`src/hdl/prp_pkg.sv`:
```
package prp_pkg;

  localparam int MAX_ROW_WIDTH = 4096;
  localparam int CNT_W         = $clog2(MAX_ROW_WIDTH);
  localparam int WID_W         = 13;
  localparam int CMP_W         = (CNT_W + 1 > WID_W) ? CNT_W + 1 : WID_W;
  localparam int MODE_W        = 2;
  localparam int WORD_W        = 32;
  localparam int BYTE_W        = 8;
  localparam int PAD_W         = 2;
  localparam int IDX_W         = 3;

  localparam logic [MODE_W-1:0] MODE_GREY   = 2'd0;
  localparam logic [MODE_W-1:0] MODE_BINARY = 2'd1;

  localparam int CFG_IDX_W = 1;
  localparam logic [CFG_IDX_W-1:0] REG_FORMAT_MODE = 1'b0;
  localparam logic [CFG_IDX_W-1:0] REG_ROW_WIDTH   = 1'b1;

  localparam int QDEPTH = 4;
  localparam int QPTR_W = $clog2(QDEPTH);
  localparam int QCNT_W = $clog2(QDEPTH + 1);

  // one classified pixel waiting for the serializer
  typedef struct packed {
    logic [BYTE_W-1:0] b0;
    logic [BYTE_W-1:0] b1;
    logic [BYTE_W-1:0] b2;
    logic              row_end;
    logic [PAD_W-1:0]  pads;
  } prp_item_t;

  typedef struct packed {
    logic              full;
    logic              empty;
    logic [QCNT_W-1:0] count;
  } prp_q_stat_t;

endpackage

```
`src/hdl/prp_front.sv`:
```
module prp_front import prp_pkg::*; (
  input  logic              clk,
  input  logic              rst_n,
  input  logic              in_valid,
  input  logic [WORD_W-1:0] in_pixel_word,
  input  logic              q_full,
  input  logic [MODE_W-1:0] format_mode,
  input  logic [WID_W-1:0]  row_width,
  output logic              in_stall,
  output logic              push,
  output prp_item_t         item
);

  logic [CNT_W-1:0] col_r;
  logic [CNT_W-1:0] col_nxt;
  logic [CMP_W-1:0] w_eff;
  logic [CMP_W-1:0] col_plus;
  logic [BYTE_W-1:0] grey_b;
  logic [BYTE_W-1:0] bin_b;
  logic             row_end;

  assign in_stall = q_full;
  assign push     = in_valid && !q_full;

  always_comb begin
    if (row_width == '0) begin
      w_eff = CMP_W'(1);
    end else if (CMP_W'(row_width) > CMP_W'(MAX_ROW_WIDTH)) begin
      w_eff = CMP_W'(MAX_ROW_WIDTH);
    end else begin
      w_eff = CMP_W'(row_width);
    end
  end

  assign col_plus = CMP_W'(col_r) + CMP_W'(1);
  assign row_end  = (col_plus >= w_eff);

  // grey: 24.8 fixed point, integer part saturated
  assign grey_b = (|in_pixel_word[31:16]) ? 8'hff : in_pixel_word[15:8];
  assign bin_b  = 8'(8'd0 - in_pixel_word[7:0]);

  always_comb begin
    item.row_end = row_end;
    item.pads    = row_end ? w_eff[PAD_W-1:0] : '0;
    unique case (format_mode)
      MODE_GREY: begin
        item.b0 = grey_b;
        item.b1 = grey_b;
        item.b2 = grey_b;
      end
      MODE_BINARY: begin
        item.b0 = bin_b;
        item.b1 = bin_b;
        item.b2 = bin_b;
      end
      default: begin
        item.b0 = in_pixel_word[23:16];
        item.b1 = in_pixel_word[15:8];
        item.b2 = in_pixel_word[7:0];
      end
    endcase
  end

  assign col_nxt = row_end ? '0 : col_plus[CNT_W-1:0];

  always_ff @(posedge clk) begin
    if (!rst_n) begin
      col_r <= '0;
    end else if (push) begin
      col_r <= col_nxt;
    end
  end

endmodule

```
`src/hdl/prp_queue.sv`:
```
module prp_queue import prp_pkg::*; (
  input  logic        clk,
  input  logic        rst_n,
  input  logic        push,
  input  prp_item_t   push_item,
  input  logic        pop,
  output prp_item_t   head,
  output prp_q_stat_t stat
);

  prp_item_t         mem_r [QDEPTH];
  logic [QPTR_W-1:0] wr_ptr_r;
  logic [QPTR_W-1:0] rd_ptr_r;
  logic [QCNT_W-1:0] cnt_r;
  logic              do_pop;

  assign stat.full  = (cnt_r == QCNT_W'(QDEPTH));
  assign stat.empty = (cnt_r == '0);
  assign stat.count = cnt_r;
  assign head       = mem_r[rd_ptr_r];
  assign do_pop     = pop && !stat.empty;

  always_ff @(posedge clk) begin
    if (push) begin
      mem_r[wr_ptr_r] <= push_item;
    end
  end

  always_ff @(posedge clk) begin
    if (!rst_n) begin
      wr_ptr_r <= '0;
      rd_ptr_r <= '0;
      cnt_r    <= '0;
    end else begin
      if (push) begin
        wr_ptr_r <= wr_ptr_r + QPTR_W'(1);
      end
      if (do_pop) begin
        rd_ptr_r <= rd_ptr_r + QPTR_W'(1);
      end
      if (push && !do_pop) begin
        cnt_r <= cnt_r + QCNT_W'(1);
      end else if (!push && do_pop) begin
        cnt_r <= cnt_r - QCNT_W'(1);
      end
    end
  end

endmodule

```
`src/hdl/prp_back.sv`:
```
module prp_back import prp_pkg::*; (
  input  logic              clk,
  input  logic              rst_n,
  input  prp_item_t         head,
  input  logic              q_empty,
  input  logic              out_stall,
  output logic              pop,
  output logic              out_valid,
  output logic [BYTE_W-1:0] out_byte_value,
  output logic              out_is_padding,
  output logic              out_row_done,
  output logic              out_last_of_run
);

  logic [IDX_W-1:0]  idx_r;
  logic [IDX_W-1:0]  idx_nxt;
  logic              valid_r;
  logic [BYTE_W-1:0] byte_r;
  logic              pad_r;
  logic              done_r;
  logic              last_r;
  logic              load;
  logic [BYTE_W-1:0] cur_byte;
  logic              cur_pad;
  logic              cur_final;

  assign load = !q_empty && (!valid_r || !out_stall);
  assign pop  = load && cur_final;

  always_comb begin
    cur_pad = (idx_r > IDX_W'(2));
    unique case (idx_r)
      3'd0:    cur_byte = head.b0;
      3'd1:    cur_byte = head.b1;
      3'd2:    cur_byte = head.b2;
      default: cur_byte = '0;
    endcase
  end

  // last color byte ends the run when there is no padding, else the last pad
  assign cur_final = cur_pad ? (idx_r == IDX_W'(2) + IDX_W'(head.pads))
                             : (idx_r == IDX_W'(2) && head.pads == '0);
  assign idx_nxt   = cur_final ? '0 : idx_r + IDX_W'(1);

  always_ff @(posedge clk) begin
    if (!rst_n) begin
      idx_r   <= '0;
      valid_r <= 1'b0;
    end else if (load) begin
      idx_r   <= idx_nxt;
      valid_r <= 1'b1;
    end else if (!out_stall) begin
      valid_r <= 1'b0;
    end
  end

  always_ff @(posedge clk) begin
    if (load) begin
      byte_r <= cur_byte;
      pad_r  <= cur_pad;
      done_r <= cur_final && head.row_end;
      last_r <= cur_final;
    end
  end

  assign out_valid       = valid_r;
  assign out_byte_value  = byte_r;
  assign out_is_padding  = pad_r;
  assign out_row_done    = done_r;
  assign out_last_of_run = last_r;

endmodule

```
`src/hdl/pixel_row_packer_rgb24_padded_unit.sv`:
```
// channel | direction | handshake           | payload
// in      | in        | in_valid / in_stall | in_pixel_word[31:0]
// out     | out       | out_valid/out_stall | byte_value, is_padding, row_done, last_of_run
// cfg     | in        | cfg_valid/cfg_ready | cfg_index[0], cfg_data[12:0]
//
// a pixel gives 3 color bytes, plus (width mod 4) pad bytes at a row end;
// the back end emits one byte per cycle unless out_stall is high or the queue is empty.
// an item passes the queue, then the output register, before its first byte is out.
// rst_n is synchronous: mode grey, width 1, column 0, queue empty.
// in_stall rises only when the 4-entry queue is full; out_stall freezes a
// valid output register and the serializer while the front keeps filling the queue.
module pixel_row_packer_rgb24_padded_unit import prp_pkg::*; (
  input  logic                 clk,
  input  logic                 rst_n,
  input  logic                 in_valid,
  output logic                 in_stall,
  input  logic [WORD_W-1:0]    in_pixel_word,
  output logic                 out_valid,
  input  logic                 out_stall,
  output logic [BYTE_W-1:0]    out_byte_value,
  output logic                 out_is_padding,
  output logic                 out_row_done,
  output logic                 out_last_of_run,
  input  logic                 cfg_valid,
  output logic                 cfg_ready,
  input  logic [CFG_IDX_W-1:0] cfg_index,
  input  logic [WID_W-1:0]     cfg_data
);

  logic [MODE_W-1:0] format_mode_r;
  logic [WID_W-1:0]  row_width_r;
  logic              push;
  logic              pop;
  prp_item_t         f_item;
  prp_item_t         q_head;
  prp_q_stat_t       q_stat;

  assign cfg_ready = 1'b1;

  always_ff @(posedge clk) begin
    if (!rst_n) begin
      format_mode_r <= MODE_GREY;
      row_width_r   <= WID_W'(1);
    end else if (cfg_valid && cfg_ready) begin
      unique case (cfg_index)
        REG_FORMAT_MODE: format_mode_r <= cfg_data[MODE_W-1:0];
        REG_ROW_WIDTH:   row_width_r   <= cfg_data;
        default:         ;
      endcase
    end
  end

  prp_front u_front (
    .clk           (clk),
    .rst_n         (rst_n),
    .in_valid      (in_valid),
    .in_pixel_word (in_pixel_word),
    .q_full        (q_stat.full),
    .format_mode   (format_mode_r),
    .row_width     (row_width_r),
    .in_stall      (in_stall),
    .push          (push),
    .item          (f_item)
  );

  prp_queue u_queue (
    .clk       (clk),
    .rst_n     (rst_n),
    .push      (push),
    .push_item (f_item),
    .pop       (pop),
    .head      (q_head),
    .stat      (q_stat)
  );

  prp_back u_back (
    .clk             (clk),
    .rst_n           (rst_n),
    .head            (q_head),
    .q_empty         (q_stat.empty),
    .out_stall       (out_stall),
    .pop             (pop),
    .out_valid       (out_valid),
    .out_byte_value  (out_byte_value),
    .out_is_padding  (out_is_padding),
    .out_row_done    (out_row_done),
    .out_last_of_run (out_last_of_run)
  );

`ifndef SYNTH
  a_q_bound: assert property (@(posedge clk) disable iff (!rst_n)
    q_stat.count <= QCNT_W'(QDEPTH))
    else $error("queue count beyond depth");

  a_pad_zero: assert property (@(posedge clk) disable iff (!rst_n)
    out_valid && out_is_padding |-> out_byte_value == '0 && !$isunknown(out_row_done))
    else $error("pad byte not zero");

  a_row_last: assert property (@(posedge clk) disable iff (!rst_n)
    out_valid && out_row_done |-> out_last_of_run)
    else $error("row end not on last byte of item");

  a_pad_follows: assert property (@(posedge clk) disable iff (!rst_n)
    out_valid && !out_stall && !out_last_of_run ##1 out_valid && out_is_padding
    |-> !$past(out_row_done))
    else $error("padding after row end");
`endif

endmodule
```
`config.mk`:
```
export PLATFORM = sky130hd
export DESIGN_NAME = pixel_row_packer_rgb24_padded_unit
export DESIGN_NICKNAME = d
export VERILOG_FILES = /design/src/hdl/prp_pkg.sv /design/src/hdl/prp_front.sv /design/src/hdl/prp_queue.sv /design/src/hdl/prp_back.sv /design/src/hdl/pixel_row_packer_rgb24_padded_unit.sv
export SDC_FILE = /design/constraint.sdc
export NUM_CORES = 1
export LEC_CHECK = 0
export BUFFER_PORTS_ARGS = -buffer_cell sky130_fd_sc_hd__buf_2
export CAP_MARGIN = 20
export CORE_ASPECT_RATIO = 0.5
export CORE_MARGIN = 2
export CORE_UTILIZATION = 38
export DETAILED_ROUTE_END_ITERATION = 6
export GPL_TIMING_DRIVEN = 0
export HOLD_SLACK_MARGIN = 0.02
export SKIP_CTS_REPAIR_TIMING = 1
export SYNTH_ARGS = -nofsm -noshare
export SYNTH_HDL_FRONTEND = slang
export SYNTH_SLANG_ARGS = --single-unit
```
`constraint.sdc`:
```
create_clock -name clk -period 4.1 [get_ports clk]
set_clock_uncertainty 0.1 [all_clocks]
set_input_delay 1.025 -clock clk [delete_from_list [all_inputs] [get_ports clk]]
set_output_delay 1.025 -clock clk [all_outputs]
set_load 0.02 [all_outputs]
```
==> results_dict.tcl <==
set metrics [dict create \
    path_cells "nand3_1 -> or2_2 -> nor2_2 -> xor2_1 -> ha_1 -> a21o_1 -> a211oi_1 -> a21oi_1 -> a221o_1 -> clkbuf_1 -> buf_2 -> and2_1" \
    preCtsSetupSlack_ns 0.256 \
    synth_compound_area_frac 0.0977 \
    cts_made_buffers 17 \
    total_power_uw 4910 \
    max_freq_mhz 261 \
    num_io_pins 65 \
    crit_family "simple AND/OR/NAND/NOR gates" \
    worstMarginPinSlew_ns 0.842 \
    initial_core_util 0.390 \
    netlist_instances 533 \
    leakagePower_uw 0.00299 \
    htree_levels 4 \
    rsz0062_at_grt "no" \
    synth-async-reset-ratio 0 \
    p_per_area_nw_per_um2 574 \
    routed_via_density 5.10 \
    crit_arrival_ns 3.88 \
    synth.avg_cell_area_sq_um 13.6 \
    cp_max_fo 13 \
    final_common_cell "edfxtp_1" \
    ant_nets 0 \
    drtIter0Drc 232 \
    clk_path_buf_depth 2 \
    grt_pass1_wl_microns 24500 \
    fin_crit_sh 0.936 \
    synth_xor_area_frac 0.0243 \
    synth_top_family_by_area "simple AND/OR/NAND/NOR gates" \
    layout_common_cells "edfxtp_1, nand2_1, buf_2, dfxtp_1, mux4_2" \
    synthSimpleGateAreaFrac 0.111 \
    hold_class "reg2reg" \
    die_area_sq_um 20200 \
    vias 4527 \
    worst_ep_required_time_ns 4.14 \
    dpl_cell_area_sq_um 7880 \
    path_clk_slew_ns 0.07 \
    final_area_sq_um 8550 \
    crit_slowest_cell "dfxtp_1" \
    yosysSeqAreaShare 0.606 \
    antenna_found_initial 0 \
    slowest_delay_ns 0.44 \
    dp_hpwl_microns 10700 \
    period_minus_slack_ns 3.84 \
    ys_warn_count 0 \
    syn_area_sq_um 7220 \
    chipHeight_microns 101 \
    core_sq_um 18500 \
    grt_max_degree 28 \
    final.setup.worst_slack_ns 0.263 \
    utilization 0.462 \
    ir_worst_vdd_mv 0.382 \
    ys_types 56 \
    status "finished, final reports clean" \
    seq_area_sq_um 4370 \
    fillers 1684 \
    globalplace.congestion 0.850 \
    drc_errors 0 \
    grtUsageTotal 0.162 \
    cp-start-kind "register" \
    synth_adder_area_share 0.0443 \
    setup_viol 0 \
    clk_latency_ns 0.41 \
    slew_headroom 0.439 \
    hold_viol_final 0 \
    dieWidth_microns 199 \
    cts_tree "done" \
    numClockSinks 159 \
    wl_per_cell_microns 17.8 \
    rows 35 \
    syn2layout_area_growth_pct 18.4 \
    multi_input_area_sq_um 2690 \
    slew_viol_final 0 \
    drtPass1Iterations 4 \
    syn_nets 609 \
    wirelength_microns 15800 \
    path_buf_inv 2 \
    num_antenna_cells 0 \
    first_global_vias 4495 \
    synth_flop_cell "edfxtp_1" \
    synth-edff-count 119 \
    cp-end-kind "register" \
    crit_type "reg2reg" \
    root_buffer "clkbuf_16" \
    fin_tns_setup_ns 0 \
    drive_above_1_share 0.221 \
    grt.overflow.total 0 \
    max_cap_violations 0 \
    io_buffer_count 63 \
    nets 692 \
    synth-seq-cells 159 \
    muxShareOfSynthArea 0.0935 \
]
[flip-flops by register name, indices dropped and copies added (netlist names), named ones only]
register                count
row_width_r                13
u_queue.rd_ptr_r            2
u_queue.mem_r             108
u_back.idx_r                3
u_front.col_r              12
u_back.out_row_done         1
u_queue.wr_ptr_r            2
u_back.out_last_of_run      1
u_back.out_is_padding       1
u_back.out_byte_value       8
u_back.out_valid            1
u_queue.cnt_r               3
format_mode_r               2
[where the power goes]
group	internal, uW	switching, uW	total, uW
Combinational	393	641	1030
Clock	1140	634	1780
Sequential	2010	82.7	2100
Total	3550	1360	4910
[cell type report]
type	count	share of cell area
buffer	25	0.0129
clock buffer	18	0.0502
clock inverter	14	0.0276
inverter	15	0.00658
multi-input combinational	334	0.315
sequential	159	0.511
tap	259	0.0379
timing repair buffer	64	0.0386
[path summary, 6_finish.rpt]
check / startpoint / endpoint / slack, ns / cells after the start
setup / recovery: u_front.col_r[2]$_SDFFE_PN0P_ / u_queue.mem_r[0][0]$_DFFE_PP_ / 0.26 / 12
hold / removal: u_queue.rd_ptr_r[1]$_SDFFE_PN0P_ / register / 0.37 / 2
setup reg to reg: u_front.col_r[2]$_SDFFE_PN0P_ / u_queue.mem_r[0][0]$_DFFE_PP_ / 0.26 / 12
hold reg to reg: u_queue.rd_ptr_r[1]$_SDFFE_PN0P_ / register / 0.37 / 2
[metrics by stage]
stage	hold WS (ns)	std cells
floorplan	0.341	533
global placement	0.354	855
detailed placement	0.366	856
CTS	0.375	888
global route	0.399	888
finish	0.374	888
[per-layer routing]
metal,global-route usage,vias to the layer above,part of all wire
li1,-,2184,-
met1,0.216,2240,0.47
met2,0.278,92,0.49
met3,0.0326,11,0.039
met4,0.0339,0,0.0078
met5,0,-,0
[cell families (layout without fill, tap and decap cells)]
logic type               count (synthesis)  in the layout
AND/OR/NAND/NOR                        165            165
flip-flops                             159            159
AO/OA/AOI/OAI                           90             90
buffers and inverters                   40            136
multiplexers                            33             33
adder cells (fa/ha/maj)                 25             25
XOR/XNOR                                20             20
other                                    1              1
[cells in the mapped netlist, drive strengths merged, types with 2 or more instances]
cell / number / area [sq um]
nand2: 78 / 295
o22ai: 3 / 18.8
inv: 15 / 56.3
nor3b: 2 / 15.0
buf: 7 / 41.3
mux2i: 6 / 60.1
a22o: 5 / 43.8
o31ai: 3 / 36.3
and3: 4 / 25.0
clkbuf: 18 / 68.8
a21o: 16 / 120
o22a: 2 / 17.5
o21ai: 11 / 55.1
a221o: 9 / 90.1
o221ai: 4 / 35.0
a21boi: 17 / 128
mux4: 27 / 616
nand3: 11 / 55.1
and2: 11 / 68.8
o211ai: 2 / 15.0
or3: 4 / 25.0
nand4: 2 / 12.5
nor2b: 16 / 100
a31oi: 2 / 12.5
o32a: 3 / 30.0
nor3: 4 / 20.0
xnor2: 12 / 105
nand4b: 3 / 26.3
o221a: 3 / 33.8
edfxtp: 119 / 3570
nand2b: 7 / 43.8
a21oi: 4 / 23.8
nor4: 6 / 37.5
ha: 24 / 300
dfxtp: 40 / 801
xor2: 8 / 70.1
nor2: 14 / 52.6
a211oi: 2 / 15.0
[worst reg2reg max path, delay by kind of cell, from the launching register on]
family,cells,cell delay [ns]
buf+inv,2,0.50
fa+ha+maj,1,0.27
compound gates,4,0.99
flops,1,0.44
xor+xnor,1,0.21
simple gates,4,1.06
Power figures use the tool's default switching activity.
